$ cat src/sv/sdspi_pkg.sv
package sdspi_pkg;

    localparam int unsigned SectorBytesDefault = 512;

    // Sequencer phases, one-hot.
    typedef enum logic [22:0] {
        PH_IDLE      = 23'd1 << 0,
        PH_POWER     = 23'd1 << 1,
        PH_DUMMY     = 23'd1 << 2,
        PH_CMD0      = 23'd1 << 3,
        PH_CMD8      = 23'd1 << 4,
        PH_R7        = 23'd1 << 5,
        PH_SD2_55    = 23'd1 << 6,
        PH_SD2_41    = 23'd1 << 7,
        PH_SD2_WAIT  = 23'd1 << 8,
        PH_CMD58     = 23'd1 << 9,
        PH_OCR       = 23'd1 << 10,
        PH_PROBE55   = 23'd1 << 11,
        PH_PROBE41   = 23'd1 << 12,
        PH_SD1_55    = 23'd1 << 13,
        PH_SD1_41    = 23'd1 << 14,
        PH_SD1_WAIT  = 23'd1 << 15,
        PH_MMC_1     = 23'd1 << 16,
        PH_MMC_WAIT  = 23'd1 << 17,
        PH_CMD16_SD1 = 23'd1 << 18,
        PH_CMD16_MMC = 23'd1 << 19,
        PH_CMD17     = 23'd1 << 20,
        PH_TOKEN     = 23'd1 << 21,
        PH_DATA      = 23'd1 << 22
    } phase_t;

    localparam logic [1:0] ACT_INIT  = 2'd0;
    localparam logic [1:0] ACT_READ  = 2'd1;
    localparam logic [1:0] ACT_REPLY = 2'd2;
    localparam logic [1:0] ACT_TICK  = 2'd3;

    localparam logic [1:0] ST_OK     = 2'd0;
    localparam logic [1:0] ST_NOCARD = 2'd1;
    localparam logic [1:0] ST_RDERR  = 2'd2;

    localparam logic [2:0] KIND_NONE  = 3'd0;
    localparam logic [2:0] KIND_MMC   = 3'd1;
    localparam logic [2:0] KIND_SD1   = 3'd2;
    localparam logic [2:0] KIND_SD2B  = 3'd3;
    localparam logic [2:0] KIND_SD2HC = 3'd4;

    localparam logic [2:0] CFG_READY_POLL = 3'd0;
    localparam logic [2:0] CFG_TOKEN_WAIT = 3'd1;
    localparam logic [2:0] CFG_RESP_WAIT  = 3'd2;
    localparam logic [2:0] CFG_DUMMY      = 3'd3;
    localparam logic [2:0] CFG_POWER_UP   = 3'd4;

    localparam logic [5:0] CMD_GO_IDLE  = 6'd0;
    localparam logic [5:0] CMD_OP_MMC   = 6'd1;
    localparam logic [5:0] CMD_IF_COND  = 6'd8;
    localparam logic [5:0] CMD_BLOCKLEN = 6'd16;
    localparam logic [5:0] CMD_READ1    = 6'd17;
    localparam logic [5:0] CMD_OP_SD    = 6'd41;
    localparam logic [5:0] CMD_APP      = 6'd55;
    localparam logic [5:0] CMD_READ_OCR = 6'd58;

    localparam logic [7:0] BYTE_IDLE  = 8'hFF;
    localparam logic [7:0] BYTE_TOKEN = 8'hFE;

endpackage

$ cat src/sv/sd_card_spi_host_engine.sv
// Channel  | Direction | Contents
// s_axis   | in        | tuser: action; tdata: card_present, sector, offset, count, rx_byte
// m_axis   | out       | tuser: tx_valid, select, data_valid, done_res; tdata: tx_byte,
//          |           |        wait_ticks, data_byte, status, card_kind
// cfg      | in        | cfg_index selects a limit register, cfg_data is the new value
// Each item is decided combinationally; an item is taken every cycle while the output
// register is empty or being drained. Items that cause no result leave no output.
// aresetn is synchronous and active low; it clears the phase and counters and returns
// the limits to their defaults.
// A stall on m_axis holds the output register and stops s_axis only when it is full.
module sd_card_spi_host_engine
    import sdspi_pkg::*;
#(
    parameter int unsigned SECTOR_BYTES = SectorBytesDefault
) (
    input  logic        aclk,
    input  logic        aresetn,
    input  logic        s_axis_tvalid,
    output logic        s_axis_tready,
    // [0] card_present, [32:1] sector, [41:33] offset, [51:42] count, [59:52] rx_byte
    input  logic [63:0] s_axis_tdata,
    // [1:0] action
    input  logic [1:0]  s_axis_tuser,
    output logic        m_axis_tvalid,
    input  logic        m_axis_tready,
    // [7:0] tx_byte, [17:8] wait_ticks, [25:18] data_byte, [27:26] status,
    // [30:28] card_kind
    output logic [31:0] m_axis_tdata,
    // [0] tx_valid, [1] select, [2] data_valid, [3] done_res
    output logic [3:0]  m_axis_tuser,
    input  logic        cfg_valid,
    output logic        cfg_ready,
    input  logic [2:0]  cfg_index,
    input  logic [15:0] cfg_data
);

    localparam int CW = $clog2(SECTOR_BYTES + 3);

    logic [15:0] ready_poll_reg, token_wait_reg;
    logic [7:0]  resp_wait_reg, dummy_reg;
    logic [9:0]  power_up_reg;

    phase_t      phase_reg, phase_next;
    logic [2:0]  kind_reg, kind_next;
    logic [2:0]  fpos_reg, fpos_next;
    logic [5:0]  cmd_reg, cmd_next;
    logic [31:0] arg_reg, arg_next;
    logic [15:0] retry_reg, retry_next;
    logic [15:0] poll_reg, poll_next;
    logic [CW-1:0] bcnt_reg, bcnt_next;
    logic [7:0]  reply_reg [4];
    logic        reply_we;
    logic [CW-1:0] first_reg, first_next, end_reg, end_next;

    logic        ovalid_reg;
    logic [31:0] odata_reg;
    logic [3:0]  ouser_reg;

    logic        any, txv, sel, dv, done;
    logic [7:0]  txb, db;
    logic [9:0]  wt;
    logic [1:0]  st;

    logic        take;
    logic [1:0]  action;
    logic        present;
    logic [31:0] sector;
    logic [8:0]  offset;
    logic [9:0]  count;
    logic [7:0]  rx;

    assign action  = s_axis_tuser;
    assign present = s_axis_tdata[0];
    assign sector  = s_axis_tdata[32:1];
    assign offset  = s_axis_tdata[41:33];
    assign count   = s_axis_tdata[51:42];
    assign rx      = s_axis_tdata[59:52];

    assign s_axis_tready = !ovalid_reg || m_axis_tready;
    assign take          = s_axis_tvalid && s_axis_tready;
    assign cfg_ready     = 1'b1;

    // Command frame byte at a given position.
    function automatic logic [7:0] frame_byte(input logic [2:0] pos, input logic [5:0] c,
                                              input logic [31:0] a);
        logic [7:0] b;
        case (pos)
            3'd0: b = {2'b01, c};
            3'd1: b = a[31:24];
            3'd2: b = a[23:16];
            3'd3: b = a[15:8];
            3'd4: b = a[7:0];
            default: b = (c == CMD_GO_IDLE) ? 8'h95 : (c == CMD_IF_COND) ? 8'h87 : 8'h01;
        endcase
        return b;
    endfunction

    // Next-state decision for one item.
    always_comb begin
        logic [15:0] poll_inc;
        logic [CW-1:0] bcnt_inc;
        logic [31:0] lba;
        logic        fin_fail;
        logic        start;
        logic [5:0]  sc;
        logic [31:0] sa;
        logic        finish;
        logic [1:0]  fst;
        phase_t      sph;

        phase_next = phase_reg; kind_next = kind_reg; fpos_next = fpos_reg;
        cmd_next = cmd_reg; arg_next = arg_reg; retry_next = retry_reg;
        poll_next = poll_reg; bcnt_next = bcnt_reg; first_next = first_reg;
        end_next = end_reg; reply_we = 1'b0;
        any = 1'b0; txv = 1'b0; txb = 8'd0; sel = 1'b0; wt = 10'd0;
        dv = 1'b0; db = 8'd0; done = 1'b0; st = ST_OK;
        start = 1'b0; sc = CMD_GO_IDLE; sa = 32'd0; sph = PH_IDLE;
        finish = 1'b0; fst = ST_OK; fin_fail = 1'b0;
        poll_inc = poll_reg + 16'd1;
        bcnt_inc = bcnt_reg + CW'(1);
        lba = (kind_reg == KIND_SD2HC) ? sector : sector * 32'(SECTOR_BYTES);

        case (action)
            ACT_INIT: if (phase_reg == PH_IDLE) begin
                kind_next = KIND_NONE;
                if (!present) begin
                    finish = 1'b1; fst = ST_NOCARD;
                end else if (power_up_reg == 10'd0) begin
                    phase_next = PH_DUMMY; bcnt_next = '0;
                    if (dummy_reg == 8'd0) begin
                        start = 1'b1; sph = PH_CMD0; sc = CMD_GO_IDLE;
                    end else begin
                        any = 1'b1; txv = 1'b1; txb = BYTE_IDLE;
                    end
                end else begin
                    phase_next = PH_POWER; bcnt_next = '0;
                    any = 1'b1; wt = power_up_reg;
                end
            end
            ACT_READ: if (phase_reg == PH_IDLE) begin
                if (kind_reg == KIND_NONE) begin
                    finish = 1'b1; fst = ST_NOCARD;
                end else if (count == 10'd0 ||
                             (CW+1)'({1'b0, offset} + {1'b0, count}) >
                             (CW+1)'(SECTOR_BYTES)) begin
                    finish = 1'b1; fst = ST_RDERR;
                end else begin
                    first_next = CW'(offset);
                    end_next   = CW'({1'b0, offset} + {1'b0, count});
                    start = 1'b1; sph = PH_CMD17; sc = CMD_READ1; sa = lba;
                end
            end
            ACT_REPLY: begin
                unique case (phase_reg)
                    PH_IDLE, PH_POWER, PH_SD2_WAIT, PH_SD1_WAIT, PH_MMC_WAIT: ;
                    PH_DUMMY: begin
                        bcnt_next = bcnt_inc;
                        if (bcnt_inc < CW'(dummy_reg)) begin
                            any = 1'b1; txv = 1'b1; txb = BYTE_IDLE;
                        end else begin
                            start = 1'b1; sph = PH_CMD0; sc = CMD_GO_IDLE;
                        end
                    end
                    PH_R7, PH_OCR: begin
                        reply_we = 1'b1;
                        bcnt_next = bcnt_inc;
                        if (bcnt_inc < CW'(4)) begin
                            any = 1'b1; txv = 1'b1; txb = BYTE_IDLE; sel = 1'b1;
                        end else if (phase_reg == PH_OCR) begin
                            kind_next = reply_reg[0][6] ? KIND_SD2HC : KIND_SD2B;
                            finish = 1'b1;
                        end else if (reply_reg[2] == 8'h01 && rx == 8'hAA) begin
                            retry_next = '0;
                            start = 1'b1; sph = PH_SD2_55; sc = CMD_APP;
                        end else fin_fail = 1'b1;
                    end
                    PH_TOKEN: begin
                        poll_next = poll_inc;
                        if (rx == BYTE_IDLE && poll_inc < token_wait_reg) begin
                            any = 1'b1; txv = 1'b1; txb = BYTE_IDLE; sel = 1'b1;
                        end else if (rx == BYTE_TOKEN) begin
                            phase_next = PH_DATA; bcnt_next = '0;
                            any = 1'b1; txv = 1'b1; txb = BYTE_IDLE; sel = 1'b1;
                        end else begin
                            finish = 1'b1; fst = ST_RDERR;
                        end
                    end
                    PH_DATA: begin
                        any = 1'b1;
                        if (bcnt_reg >= first_reg && bcnt_reg < end_reg) begin
                            dv = 1'b1; db = rx;
                        end
                        bcnt_next = bcnt_inc;
                        if (bcnt_inc >= CW'(SECTOR_BYTES + 2)) finish = 1'b1;
                        else begin
                            txv = 1'b1; txb = BYTE_IDLE; sel = 1'b1;
                        end
                    end
                    default: begin
                        // Command frame, response poll and response handling.
                        if (fpos_reg < 3'd5) begin
                            fpos_next = fpos_reg + 3'd1;
                            any = 1'b1; txv = 1'b1; sel = 1'b1;
                            txb = frame_byte(fpos_reg + 3'd1, cmd_reg, arg_reg);
                        end else if (fpos_reg == 3'd5) begin
                            fpos_next = 3'd6; poll_next = '0;
                            any = 1'b1; txv = 1'b1; txb = BYTE_IDLE; sel = 1'b1;
                        end else begin
                            poll_next = poll_inc;
                            if (rx[7] && poll_inc < {8'd0, resp_wait_reg}) begin
                                any = 1'b1; txv = 1'b1; txb = BYTE_IDLE; sel = 1'b1;
                            end else begin
                                case (phase_reg)
                                    PH_CMD0:
                                        if (rx == 8'd1) begin
                                            start = 1'b1; sph = PH_CMD8;
                                            sc = CMD_IF_COND; sa = 32'h1AA;
                                        end else fin_fail = 1'b1;
                                    PH_CMD8:
                                        if (rx == 8'd1) begin
                                            phase_next = PH_R7; bcnt_next = '0;
                                            any = 1'b1; txv = 1'b1; txb = BYTE_IDLE;
                                            sel = 1'b1;
                                        end else begin
                                            start = 1'b1; sph = PH_PROBE55; sc = CMD_APP;
                                        end
                                    PH_SD2_55:
                                        if (rx > 8'd1) begin
                                            retry_next = retry_reg + 16'd1;
                                            phase_next = PH_SD2_WAIT;
                                            any = 1'b1; wt = 10'd1; sel = 1'b1;
                                        end else begin
                                            start = 1'b1; sph = PH_SD2_41; sc = CMD_OP_SD;
                                            sa = 32'h4000_0000;
                                        end
                                    PH_SD2_41:
                                        if (rx == 8'd0) begin
                                            start = 1'b1; sph = PH_CMD58;
                                            sc = CMD_READ_OCR;
                                        end else begin
                                            retry_next = retry_reg + 16'd1;
                                            phase_next = PH_SD2_WAIT;
                                            any = 1'b1; wt = 10'd1; sel = 1'b1;
                                        end
                                    PH_CMD58:
                                        if (rx == 8'd0) begin
                                            phase_next = PH_OCR; bcnt_next = '0;
                                            any = 1'b1; txv = 1'b1; txb = BYTE_IDLE;
                                            sel = 1'b1;
                                        end else fin_fail = 1'b1;
                                    PH_PROBE55:
                                        if (rx > 8'd1) begin
                                            retry_next = '0; start = 1'b1;
                                            sph = PH_MMC_1; sc = CMD_OP_MMC;
                                        end else begin
                                            start = 1'b1; sph = PH_PROBE41; sc = CMD_OP_SD;
                                        end
                                    PH_PROBE41:
                                        if (rx <= 8'd1) begin
                                            retry_next = '0; start = 1'b1;
                                            sph = PH_SD1_55; sc = CMD_APP;
                                        end else begin
                                            retry_next = '0; start = 1'b1;
                                            sph = PH_MMC_1; sc = CMD_OP_MMC;
                                        end
                                    PH_SD1_55:
                                        if (rx > 8'd1) begin
                                            retry_next = retry_reg + 16'd1;
                                            phase_next = PH_SD1_WAIT;
                                            any = 1'b1; wt = 10'd1; sel = 1'b1;
                                        end else begin
                                            start = 1'b1; sph = PH_SD1_41; sc = CMD_OP_SD;
                                        end
                                    PH_SD1_41:
                                        if (rx == 8'd0) begin
                                            start = 1'b1; sph = PH_CMD16_SD1;
                                            sc = CMD_BLOCKLEN; sa = 32'(SECTOR_BYTES);
                                        end else begin
                                            retry_next = retry_reg + 16'd1;
                                            phase_next = PH_SD1_WAIT;
                                            any = 1'b1; wt = 10'd1; sel = 1'b1;
                                        end
                                    PH_MMC_1:
                                        if (rx == 8'd0) begin
                                            start = 1'b1; sph = PH_CMD16_MMC;
                                            sc = CMD_BLOCKLEN; sa = 32'(SECTOR_BYTES);
                                        end else begin
                                            retry_next = retry_reg + 16'd1;
                                            phase_next = PH_MMC_WAIT;
                                            any = 1'b1; wt = 10'd1; sel = 1'b1;
                                        end
                                    PH_CMD16_SD1, PH_CMD16_MMC:
                                        if (rx == 8'd0) begin
                                            kind_next = (phase_reg == PH_CMD16_SD1) ?
                                                        KIND_SD1 : KIND_MMC;
                                            finish = 1'b1;
                                        end else fin_fail = 1'b1;
                                    PH_CMD17:
                                        if (rx == 8'd0) begin
                                            phase_next = PH_TOKEN; poll_next = '0;
                                            any = 1'b1; txv = 1'b1; txb = BYTE_IDLE;
                                            sel = 1'b1;
                                        end else begin
                                            finish = 1'b1; fst = ST_RDERR;
                                        end
                                    default: begin
                                        finish = 1'b1; fst = ST_RDERR;
                                    end
                                endcase
                            end
                        end
                    end
                endcase
            end
            default: begin
                // Tick.
                case (phase_reg)
                    PH_POWER: begin
                        bcnt_next = bcnt_inc;
                        if (13'(bcnt_inc) >= 13'(power_up_reg)) begin
                            phase_next = PH_DUMMY; bcnt_next = '0;
                            if (dummy_reg == 8'd0) begin
                                start = 1'b1; sph = PH_CMD0; sc = CMD_GO_IDLE;
                            end else begin
                                any = 1'b1; txv = 1'b1; txb = BYTE_IDLE;
                            end
                        end
                    end
                    PH_SD2_WAIT, PH_SD1_WAIT, PH_MMC_WAIT: begin
                        if (retry_reg >= ready_poll_reg) fin_fail = 1'b1;
                        else begin
                            start = 1'b1;
                            if (phase_reg == PH_SD2_WAIT) begin
                                sph = PH_SD2_55; sc = CMD_APP;
                            end else if (phase_reg == PH_SD1_WAIT) begin
                                sph = PH_SD1_55; sc = CMD_APP;
                            end else begin
                                sph = PH_MMC_1; sc = CMD_OP_MMC;
                            end
                        end
                    end
                    default: ;
                endcase
            end
        endcase

        if (start) begin
            phase_next = sph; cmd_next = sc; arg_next = sa; fpos_next = 3'd0;
            any = 1'b1; txv = 1'b1; sel = 1'b1; txb = frame_byte(3'd0, sc, sa);
        end
        if (fin_fail) begin
            kind_next = KIND_NONE; finish = 1'b1; fst = ST_NOCARD;
        end
        if (finish) begin
            phase_next = PH_IDLE; any = 1'b1; done = 1'b1; st = fst; sel = 1'b0;
        end
    end

    // Configuration registers.
    always_ff @(posedge aclk) begin
        if (!aresetn) begin
            ready_poll_reg <= 16'd10000;
            token_wait_reg <= 16'd40000;
            resp_wait_reg  <= 8'd255;
            dummy_reg      <= 8'd10;
            power_up_reg   <= 10'd1000;
        end else if (cfg_valid) begin
            case (cfg_index)
                CFG_READY_POLL: ready_poll_reg <= cfg_data;
                CFG_TOKEN_WAIT: token_wait_reg <= cfg_data;
                CFG_RESP_WAIT:  resp_wait_reg  <= cfg_data[7:0];
                CFG_DUMMY:      dummy_reg      <= cfg_data[7:0];
                CFG_POWER_UP:   power_up_reg   <= cfg_data[9:0];
                default: ;
            endcase
        end
    end

    // Sequencer state and output register.
    always_ff @(posedge aclk) begin
        if (!aresetn) begin
            phase_reg <= PH_IDLE; kind_reg <= KIND_NONE; fpos_reg <= '0;
            cmd_reg <= '0; arg_reg <= '0; retry_reg <= '0; poll_reg <= '0;
            bcnt_reg <= '0; first_reg <= '0; end_reg <= '0; ovalid_reg <= 1'b0;
        end else begin
            if (take) begin
                phase_reg <= phase_next; kind_reg <= kind_next; fpos_reg <= fpos_next;
                cmd_reg <= cmd_next; arg_reg <= arg_next; retry_reg <= retry_next;
                poll_reg <= poll_next; bcnt_reg <= bcnt_next;
                first_reg <= first_next; end_reg <= end_next;
            end
            if (take) ovalid_reg <= any;
            else if (m_axis_tready) ovalid_reg <= 1'b0;
        end
    end

    // Reply byte store and output payload.
    always_ff @(posedge aclk) begin
        if (take && reply_we) reply_reg[bcnt_reg[1:0]] <= rx;
        if (take && any) begin
            odata_reg <= {1'b0, kind_next, st, db, wt, txb};
            ouser_reg <= {done, dv, sel, txv};
        end
    end

    assign m_axis_tvalid = ovalid_reg;
    assign m_axis_tdata  = odata_reg;
    assign m_axis_tuser  = ouser_reg;

endmodule

$ cat config.mk
export PLATFORM = sky130hd
export DESIGN_NAME = sd_card_spi_host_engine
export DESIGN_NICKNAME = d
export VERILOG_FILES = /design/src/sv/sdspi_pkg.sv /design/src/sv/sd_card_spi_host_engine.sv
export SDC_FILE = /design/constraint.sdc
export NUM_CORES = 1
export LEC_CHECK = 0
export ABC_CLOCK_PERIOD_IN_PS = 7250
export BUFFER_PORTS_ARGS = -buffer_cell sky130_fd_sc_hd__buf_2
export CORE_MARGIN = 4
export CORE_UTILIZATION = 50
export DETAILED_ROUTE_END_ITERATION = 10
export PLACE_DENSITY_LB_ADDON = 0.05
export RECOVER_POWER = 25
export SLEW_MARGIN = 15
export SYNTH_ARGS = -nofsm -noshare
export SYNTH_HDL_FRONTEND = slang
export SYNTH_SLANG_ARGS = --single-unit
$ cat constraint.sdc
create_clock -name aclk -period 7.25 [get_ports aclk]
set_input_delay 0 -clock aclk [delete_from_list [all_inputs] [get_ports aclk]]
set_output_delay 0 -clock aclk [all_outputs]
set_load 0.02 [all_outputs]
# After elaboration in Yosys (flattened, before gate mapping)
# Memory sizes are Yosys's and may differ from the RTL's.
# Index checks and enable logic that the tools add are counted.
[word_totals]
out_inout_bits = 39
memories = 1
ram_bits = 32
reg_bits = 222
inputBits = 90
[memory_table]
columns = ["name", "depth", "word_bits", "read_ports", "rd_ports_with_merged_regs", "wr", "line", "source"]
rows = [
  ["reply_reg", 4, 8, 2, 0, 1, "sd_card_spi_host_engine.sv:51", "logic [7:0] reply_reg [4];"],
]
[classes]
n_mux = 281
add_sub_neg = 5
bitwise = 6
n_reduce_logical = 60
n_eq_ne = 81
magnitude_cmp = 13
[op_table]
columns = ["operator", "count"]
rows = [
  ["23-bit 2-to-1 mux", 19],
  ["16-bit 2-to-1 mux", 14],
  ["23-bit one-hot mux with 8 select lines", 1],
  ["20-bit one-hot mux with 9 select lines", 1],
  ["10-bit 2-to-1 mux", 16],
  ["31-bit 2-to-1 mux", 5],
  ["8-bit 2-to-1 mux", 19],
  ["23-bit one-hot mux with 3 select lines", 2],
  ["32-bit 2-to-1 mux", 4],
  ["6-bit 2-to-1 mux", 16],
  ["31-bit one-hot mux with 3 select lines", 1],
  ["1-bit 2-to-1 mux", 85],
  ["17-bit 2-to-1 mux", 5],
  ["20-bit 2-to-1 mux", 4],
  ["8-bit one-hot mux with 5 select lines", 2],
  ["16-bit one-hot mux with 2 select lines", 2],
  ["16-bit one-hot mux with 4 select lines", 1],
  ["32-bit one-hot mux with 2 select lines", 1],
  ["21-bit 2-to-1 mux", 3],
  ["10-bit one-hot mux with 3 select lines", 2],
  ["20-bit one-hot mux with 3 select lines", 1],
  ["3-bit 2-to-1 mux", 16],
  ["6-bit inequality test (second input constant)", 8],
  ["23-bit one-hot mux with 2 select lines", 1],
  ["other kinds (107)", 217],
]

# Depth between registers and ports, before layout
# Gate-level depths: netlist (run 1).
[depth]
depth_word = 11
ltp_mapped = 18
mapped_depth_nobuf = 17

# Worst setup path after synthesis (run 1)
# OpenSTA, ideal clock, no wires.
[synth_timing]
path_kind = "reg-to-reg"
startpoint = "register bcnt_reg[1]"
endpoint = "register odata_reg[0] (netlist: m_axis_tdata[0]) (enable)"
stages_incl_launch_ff = 16
path_buffers = 2
arrival_time_ns = 4.773
path_slack_ns = 2.050
cell_sequence = "dfxtp_1 -> ha_1 -> buf_2 -> and4_1 -> nand2_1 -> xnor2_1 -> ha_1 -> o21ai_0 -> a21o_1 -> a2111o_1 -> a311o_1 -> and3_1 -> clkbuf_1 -> a31oi_2 -> nor4b_2 -> nor2_1"
[synth_between]
elab_chain_len = 8
word_cells_on_any_way = 28
[synth_lines]
columns = ["item", "line", "source"]
rows = [
  ["start: declaration", "sd_card_spi_host_engine.sv:50", "logic [CW-1:0] bcnt_reg, bcnt_next;"],
  ["start signal: assignment", "sd_card_spi_host_engine.sv:389", "poll_reg <= poll_next; bcnt_reg <= bcnt_next;"],
  ["10-bit by 1-bit adder with 10-bit output *", "sd_card_spi_host_engine.sv:120", "bcnt_inc = bcnt_reg + CW'(1);"],
  ["10-bit by 3-bit < comparator with 1-bit output (tied with other cells)", "sd_card_spi_host_engine.sv:167", "if (bcnt_inc < CW'(4)) begin"],
  ["1-bit 2-to-1 mux (on tied branches)", "-", ""],
  ["1-bit one-hot mux with 5 select lines (tied with other cells)", "sd_card_spi_host_engine.sv:154", "unique case (phase_reg)"],
  ["1-bit one-hot mux with 3 select lines / 1-bit one-hot mux with 2 select lines (equally long branches)", "sd_card_spi_host_engine.sv:123", "case (action)"],
  ["1-bit 2-to-1 mux (on tied branches)", "sd_card_spi_host_engine.sv:347, sd_card_spi_host_engine.sv:351", ""],
  ["1-bit 2-to-1 mux *", "sd_card_spi_host_engine.sv:354", "if (finish) begin"],
  ["1-bit logical AND *", "sd_card_spi_host_engine.sv:400", "if (take && any) begin"],
  ["end signal: assignment", "sd_card_spi_host_engine.sv:401", "odata_reg <= {1'b0, kind_next, st, db, wt, txb};"],
  ["end: declaration", "sd_card_spi_host_engine.sv:56", "logic [31:0] odata_reg;"],
]
# Mark *: on every way between the ends. The rest lies on a longest branch, timed or not.
# A chain may end at the register's enable or synchronous reset.

# Worst setup path after layout (run 1)
[layout_timing]
startpoint = "register poll_reg[0]"
endpoint = "register ouser_reg[1] (netlist: m_axis_tuser[1]) (enable)"
[layout_between]
elab_chain_len = 11
word_cells_on_any_way = 31
[layout_lines]
columns = ["item", "line", "source"]
rows = [
  ["start: declaration", "sd_card_spi_host_engine.sv:49", "logic [15:0] poll_reg, poll_next;"],
  ["start signal: assignment", "sd_card_spi_host_engine.sv:389", ""],
  ["16-bit by 1-bit adder with 16-bit output *", "sd_card_spi_host_engine.sv:119", "poll_inc = poll_reg + 16'd1;"],
  ["16-bit by 8-bit < comparator with 1-bit output", "sd_card_spi_host_engine.sv:210", "if (rx[7] && poll_inc < {8'd0, resp_wait_reg}) begin"],
  ["1-bit logical AND", "sd_card_spi_host_engine.sv:210", ""],
  ["1-bit 2-to-1 mux", "sd_card_spi_host_engine.sv:210", ""],
  ["1-bit 2-to-1 mux", "sd_card_spi_host_engine.sv:205", "end else if (fpos_reg == 3'd5) begin"],
  ["1-bit 2-to-1 mux", "sd_card_spi_host_engine.sv:201", "if (fpos_reg < 3'd5) begin"],
  ["1-bit one-hot mux with 5 select lines (tied with other cells)", "sd_card_spi_host_engine.sv:154", ""],
  ["1-bit one-hot mux with 3 select lines / 1-bit one-hot mux with 2 select lines (equally long branches)", "sd_card_spi_host_engine.sv:123", ""],
  ["1-bit 2-to-1 mux (on tied branches)", "sd_card_spi_host_engine.sv:347, sd_card_spi_host_engine.sv:351", ""],
  ["1-bit 2-to-1 mux *", "sd_card_spi_host_engine.sv:354", ""],
  ["1-bit logical AND *", "sd_card_spi_host_engine.sv:400", ""],
  ["end signal: assignment", "sd_card_spi_host_engine.sv:402", "ouser_reg <= {done, dv, sel, txv};"],
  ["end: declaration", "sd_card_spi_host_engine.sv:57", "logic [3:0] ouser_reg;"],
]
# Marked as above.

==> summary.md, run 1 <==
| Metric | Value |
|---|---|
| Multi-input gate area | `between 9000 and 10,000 um^2` |
| Global-route wire length before repair | `~76 mm` |
| Core Region | `29,700 um^2` |
| Mapped Nets | `2,000` |
| Antenna Nets Post-Route | `0` |
| H-tree depth | `1` |
| Die H | `182 um` |
| Number of synthesized flops with an enable pin | `44` |
| Die ar. | `33,000 um^2` |
| R2R setup slack | `1.77 ns` |
| Worst min path class | `in -> reg` |
| Ys flop type | `dfxtp_1` |
| Minimum clock period | `5.48 ns` |
| Cell taking the most area after synthesis | `dfxtp_1` |
| Setup Fix Bufs, Post-CTS | `0` |
| Status | `completed` |
| Required time worst endpoint | `7.41 ns` |
| Worst slew margin | `a little over a fifth` |
| Storage cell area | `about 5100 um^2` |
| DRC viols | `0` |
| Critical path arrival | `about 5.7 ns` |
| Clock sink count | `231` |
| Placed inst area | `15,800 um^2` |
| Vias | `14,500` |
| Fraction of registers with async set/reset | `0%` |
| Ranking of synthesized cells by area | `dfxtp_1 (25%), edfxtp_1 (8.8%), ha_1 (7.8%)` |
| Fin Setup TNS | `0 ns` |
| IO Pins | `129` |
| Critical Path Sink Type | `flop` |
| Placed cell count | `2,237` |
| Synthesized instance count | `1,815` |
| CTS max path bufs | `3` |
| Hold path depth | `5` |
| Register area share after synthesis | `33.6%` |
| CTS tree | `built` |
| Max_cap viols | `0` |
| CTS resizes | `0` |
| Largest net degree at the start of global routing | `approximately 70` |
| Max VDD drop | `0.000178 V` |
| Total GRT Usage | `28.2%` |
| Initial DRC count | `1,286` |
| Dpl hpwl | `35.1 mm` |
| First-pass DRT Iterations | `6` |
| RSZ-0062 raised after global routing | `no` |
| Max Clk Rate | `182 MHz` |
| Yosys warns | `0` |
| Initial antenna violation count | `0` |
| Post-route cell area | `17,700 um^2` |
| Congestion Overflow GR | `0` |
| Design Power | `3.71 mW` |
| Layout cells sized above 1 | `10.1%` |
| Fin. max-slew vios | `0` |
| Nets | `2,151` |
| Chip width | `182 um` |
| Crit path launch | `poll_reg[0]` |
| Synthesized area | `15,100 um^2` |
| Filler cells | `2,730` |
| Final Skew | `0.0239 ns` |
| Worst-path clk slew | `0.06 ns` |
| Synth top area share | `approximately a quarter` |
| Leakage | `~6.7 nW` |
| Final WL | `48.4 mm` |
| Pwr dens | `around 210 nW/um^2` |
| Clock root buffer | `clkbuf_16` |
| R2r endpoint | `m_axis_tuser[1]` |
| Cts bufs inserted | `28` |
| GP Congestion | `about 1` |
| Netlist cell types | `105` |
| Min-Delay Startpoint | `s_axis_tdata[31]` |
| Largest register FFs | `32` |
| Fin cells | `2,378` |
| Commonest non-fill, non-tap cell in the layout | `nand2_1` |
| CTS Hold Buffers Added | `89` |
| Final Hold Vio Count | `0` |
| Hold EP | `arg_reg[30]` |
| R2R cell count | `16` |
| Commonest non-fill, non-tap cells in the layout | `nand2_1 (221), dfxtp_1 (187), nor2_1 (167)` |
| Synth Register Bits | `231` |
| Startpoint Class | `flop` |
| Avg Cell Area, Syn | `8.30 um^2` |
| I/O Buffers | `122` |
| Final period utilization | `75.6%` |
| Diode count | `0` |
| Vias per cell | `6.12` |
| Setup WS pre-CTS | `1.91 ns` |
| Initial core utilization | `50.7%` |
| Final hold slack | `0.0231 ns` |
| Row count | `63` |
| WL/cell | `20.3 um` |
| Vias in the first global route | `13,800` |
| Latest clock arrival within the worst-skew pair | `0.57 ns` |
| R2R Path Start | `poll_reg[0]` |
| Crit Path Class | `reg -> reg` |
| Final setup viols | `0` |
| Worst slew pin tran | `1.18 ns` |
| Area grow syn2layout | `17.7%` |
| Critical-path maximum fanout | `35` |
| Final worst slack | `1.77 ns` |
| Fin util | `59.6%` |
[synth_stat cells (6+ instances only)]
cell,number
mux2_2,6
o2111ai_1,9
a211oi_1,24
a2111oi_0,12
and3_1,17
a21o_1,29
o21ai_0,41
and2_1,13
or2_2,6
o21a_1,9
nand2_1,221
or3_1,17
nand2b_1,20
nor2_1,168
nor4_1,35
nor4b_1,6
nor2b_1,15
a211o_1,6
nand3_1,64
edfxtp_1,44
nor3b_1,6
clkbuf_1,71
dfxtp_1,187
o31ai_1,7
mux2i_1,66
a2bb2oi_1,23
xor2_1,23
a31oi_1,13
or4_1,11
o22ai_1,10
nand4_1,45
ha_1,94
xnor2_1,21
and4_1,7
inv_1,107
a22oi_1,14
nor3_1,57
o211ai_1,36
buf_2,23
a21oi_1,99
[how the worst max path moves through the flow]
stage	to	slack, ns	depth (start not counted)
floorplan	m_axis_tdata[0]	2.05	15
global placement	m_axis_tdata[18]	1.96	16
detailed placement	m_axis_tdata[18]	1.91	16
CTS	m_axis_tuser[1]	1.86	16
global route	m_axis_tdata[2]	1.44	16
finish	m_axis_tuser[1]	1.77	16
[metal layers]
metal / routed length (um) / GRT usage (%) / vias to the layer above
met5: 0 / 0 / -
met4: 2200 / 10.9 / 0
met3: 3380 / 4.35 / 136
met2: 22700 / 47.5 / 596
met1: 20000 / 36.5 / 6859
li1: - / - / 6954
[layout make-up]
class | count | share of cell area, %
Multi-Input combinational cell | 1368 | 51.6
Sequential cell | 231 | 28.6
Timing Repair Buffer | 227 | 8.82
Clock buffer | 38 | 4.82
Tap cell | 390 | 2.75
Inverter | 110 | 2.34
Clock inverter | 14 | 1.11
[power by group]
group          total, mW  switching, mW  leakage (nW)  internal (mW)
clock               1.55          0.585         0.518          0.970
combinational      0.739          0.501          4.27          0.238
sequential          1.41         0.0341          1.93           1.38
total               3.71           1.12          6.72           2.59
[critical path, cell delays in order, from the launching register on]
cell,delay (ns)
dfxtp_1,0.44
ha_1,0.30
nand3_1,0.19
nor2_1,0.23
nand2_1,0.10
xnor2_1,0.20
ha_1,0.32
and4_1,0.18
o21ai_0,0.08
o2111ai_1,0.20
nor4_1,0.11
a31oi_2,0.85
o311a_2,0.41
o21ai_4,0.10
a31oi_2,0.39
nor4b_2,0.15
nor2_4,0.82
[kinds of logic (layout without fill, tap and decap cells)]
logic type	after synthesis	in the layout	synth area share, %
and+or+nand+nor	741	741	24.8
AOI/OAI and AO/OA	413	413	20.1
adders and majority gates	95	95	7.94
DFF	231	231	33.6
other	2	2	0.0499
buffers and inverters	216	389	5.92
muxes	72	72	4.83
xor gates and xnor gates	45	45	2.71
(Power assumes the default switching activity.)
==> run 2: changes to the inputs <==
- ABC_CLOCK_PERIOD_IN_PS: 7250 -> 4650
- clock period: 7.25 -> 4.65 ns (I/O delays scaled with it)
==> run 2 against run 1 <==
Power increased by 52%. Critical path type unchanged. Sequential power rose by 56%. Global-route usage rose by 0.51 points. Largest cell class unchanged. Routed wire length up 1.7%. Setup slack got worse by 1.5 ns. Critical path depth up 2. Via count increased by 1.8%. First-iteration DRC count is 9.3% lower. Clock power is 41% higher.
==> summary.md, run 2 (same netlist as run 1, synthesis figures left out) <==
| Metric | Value |
|---|---|
| Fin cells | `~2,500` |
| Diode count | `0` |
| Vias per cell | `roughly 6.0` |
| Commonest non-fill, non-tap cells in the layout | `nand2_1 (221), dfxtp_1 (187), nor2_1 (167)` |
| Initial DRC count | `1,166` |
| CTS max path bufs | `3` |
| Final Skew | `0.0174 ns` |
| Post-route cell area | `18,300 um^2` |
| Die ar. | `33,000 um^2` |
| GP Congestion | `1.02` |
| CTS tree | `built` |
| Critical Path Sink Type | `flop` |
| Cts bufs inserted | `27` |
| Antenna Nets Post-Route | `0` |
| Row count | `63` |
| Final Hold Vio Count | `0` |
| Final period utilization | `94.7%` |
| Layout cells sized above 1 | `13.8%` |
| Initial antenna violation count | `0` |
| Congestion Overflow GR | `0` |
| Die H | `182 um` |
| Status | `completed` |
| Placed cell count | `2,329` |
| First-pass DRT Iterations | `8` |
| WL met3 | `between 3 and 4 mm` |
| Placed inst area | `between 15,000 and 20,000 um^2` |
| Filler cells | `2,654` |
| Fin. max-slew vios | `0` |
| Critical-path maximum fanout | `18` |
| H-tree depth | `1` |
| Worst min path class | `in -> reg` |
| Startpoint Class | `flop` |
| Final WL | `49.2 mm` |
| Total GRT Usage | `28.7%` |
| Clock sink count | `231` |
| Vias in the first global route | `approximately 14,000` |
| Global-route wire length before repair | `77.4 mm` |
| Max Clk Rate | `227 MHz` |
| Dpl hpwl | `about 36 mm` |
| Pwr dens | `roughly 310 nW/um^2` |
| Clock root buffer | `clkbuf_16` |
| Chip width | `roughly 180 um` |
| Worst slew pin tran | `1.07 ns` |
| Met1 Wirelength | `20.8 mm` |
| Leakage | `roughly 7.1 nW` |
| Vias | `14,800` |
| Final setup viols | `0` |
| Commonest non-fill, non-tap cell in the layout | `nand2_1` |
| WL/cell | `19.9 um` |
| Nets | `around 2,200` |
| Required time worst endpoint | `approximately 5.0 ns` |
| Area grow syn2layout | `21.4%` |
| Worst-path clk slew | `roughly 0.06 ns` |
| Crit Path Class | `reg -> reg` |
| Initial core utilization | `50.7%` |
| I/O Buffers | `about 120` |
| Critical path arrival | `4.71 ns` |
| Highest routed layer | `met4` |
| Latest clock arrival within the worst-skew pair | `0.56 ns` |
| Max VDD drop | `0.000243 V` |
| DRC viols | `0` |
| Worst slew margin | `28.6%` |
| IO Pins | `~130` |
| Fin util | `61.5%` |
| Max_cap viols | `0` |
| RSZ-0062 raised after global routing | `no` |
| Largest register FFs | `32` |
| Core Region | `29,700 um^2` |
| Met2 routed WL | `roughly 23 mm` |
| Largest net degree at the start of global routing | `86` |
| Minimum clock period | `4.40 ns` |
## run 2: metal layers
metal  track usage, %  up-vias
li1                 -     7141
met1             38.0     6955
met3             3.25      149
met4             11.3        0
met5                0        -
met2             48.2      566
## run 2: area by class of cell
type                    count  area, um^2  share of cell area, %
multi-input cells        1369        9150                   50.0
clock inverters            17         198                   1.08
flip-flops and latches    231        5060                   27.7
inverters                 110         415                   2.27
well taps                 390         488                   2.67
clock buffers              33         708                   3.87
repair buffers            318        2260                   12.4
## run 2: report_power, final
group	leakage (nW)	internal, mW	switching [mW]
logic	4.74	0.436	0.809
clock network	0.448	1.31	0.869
registers	1.93	2.15	0.0486
total	7.11	3.89	1.73
## run 2: critical path: stages (launching register included)
cell and delay [ns]:
dfxtp_1 0.39, ha_1 0.22, nand3_1 0.11, nor2_1 0.21
nand4_1 0.14, xor2_1 0.24, inv_1 0.10, ha_1 0.30
and4_1 0.25, a2111oi_0 0.36, o21ai_0 0.20, buf_4 0.17
o311ai_1 0.41, nand4_1 0.21, a21oi_2 0.20, nor4b_2 0.20
buf_4 0.19, nor2_4 0.05, buf_12 0.20
## run 2: path summary, 6_finish.rpt
| path | slack [ns] | startpoint | endpoint | cells after the start |
|---|---|---|---|---|
| max | 0.25 | poll_reg[1] | m_axis_tdata[6] | 18 |
| min | 0.03 | s_axis_tdata[31] | arg_reg[30] | 5 |
| max reg2reg | 0.25 | poll_reg[1] | m_axis_tdata[6] | 18 |
| min reg2reg | 0.46 | token_wait_reg[1] | token_wait_reg[1] | 2 |
## run 2: timing repair
action | in CTS | in global routing
hold buffers | 86 | 0
gates cloned | 1 | 0
pin swaps | 0 | 2
setup buffers | 0 | 2
resized for setup | 1 | 4
endpoints found under the hold margin | 135 | 0
setup endpoints to repair | 35 | 60
## run 2: through the flow
| stage | setup TNS, ns | setup slack (ns) | total power [mW] | hold WS, ns |
|---|---|---|---|---|
| 2_1_floorplan | 0 | 0.0313 | 2.98 | 0.0989 |
| 4_1_cts | 0 | 0.0235 | 5.61 | 0.0320 |
| 3_3_place_gp | 0 | 0.115 | 3.37 | 0.247 |
| 5_1_grt | 0 | 0.0161 | 5.84 | 0.0670 |
| 3_5_place_dp | -1.51 | -0.0468 | 3.38 | 0.247 |
| 6_report | 0 | 0.246 | 5.62 | 0.0324 |
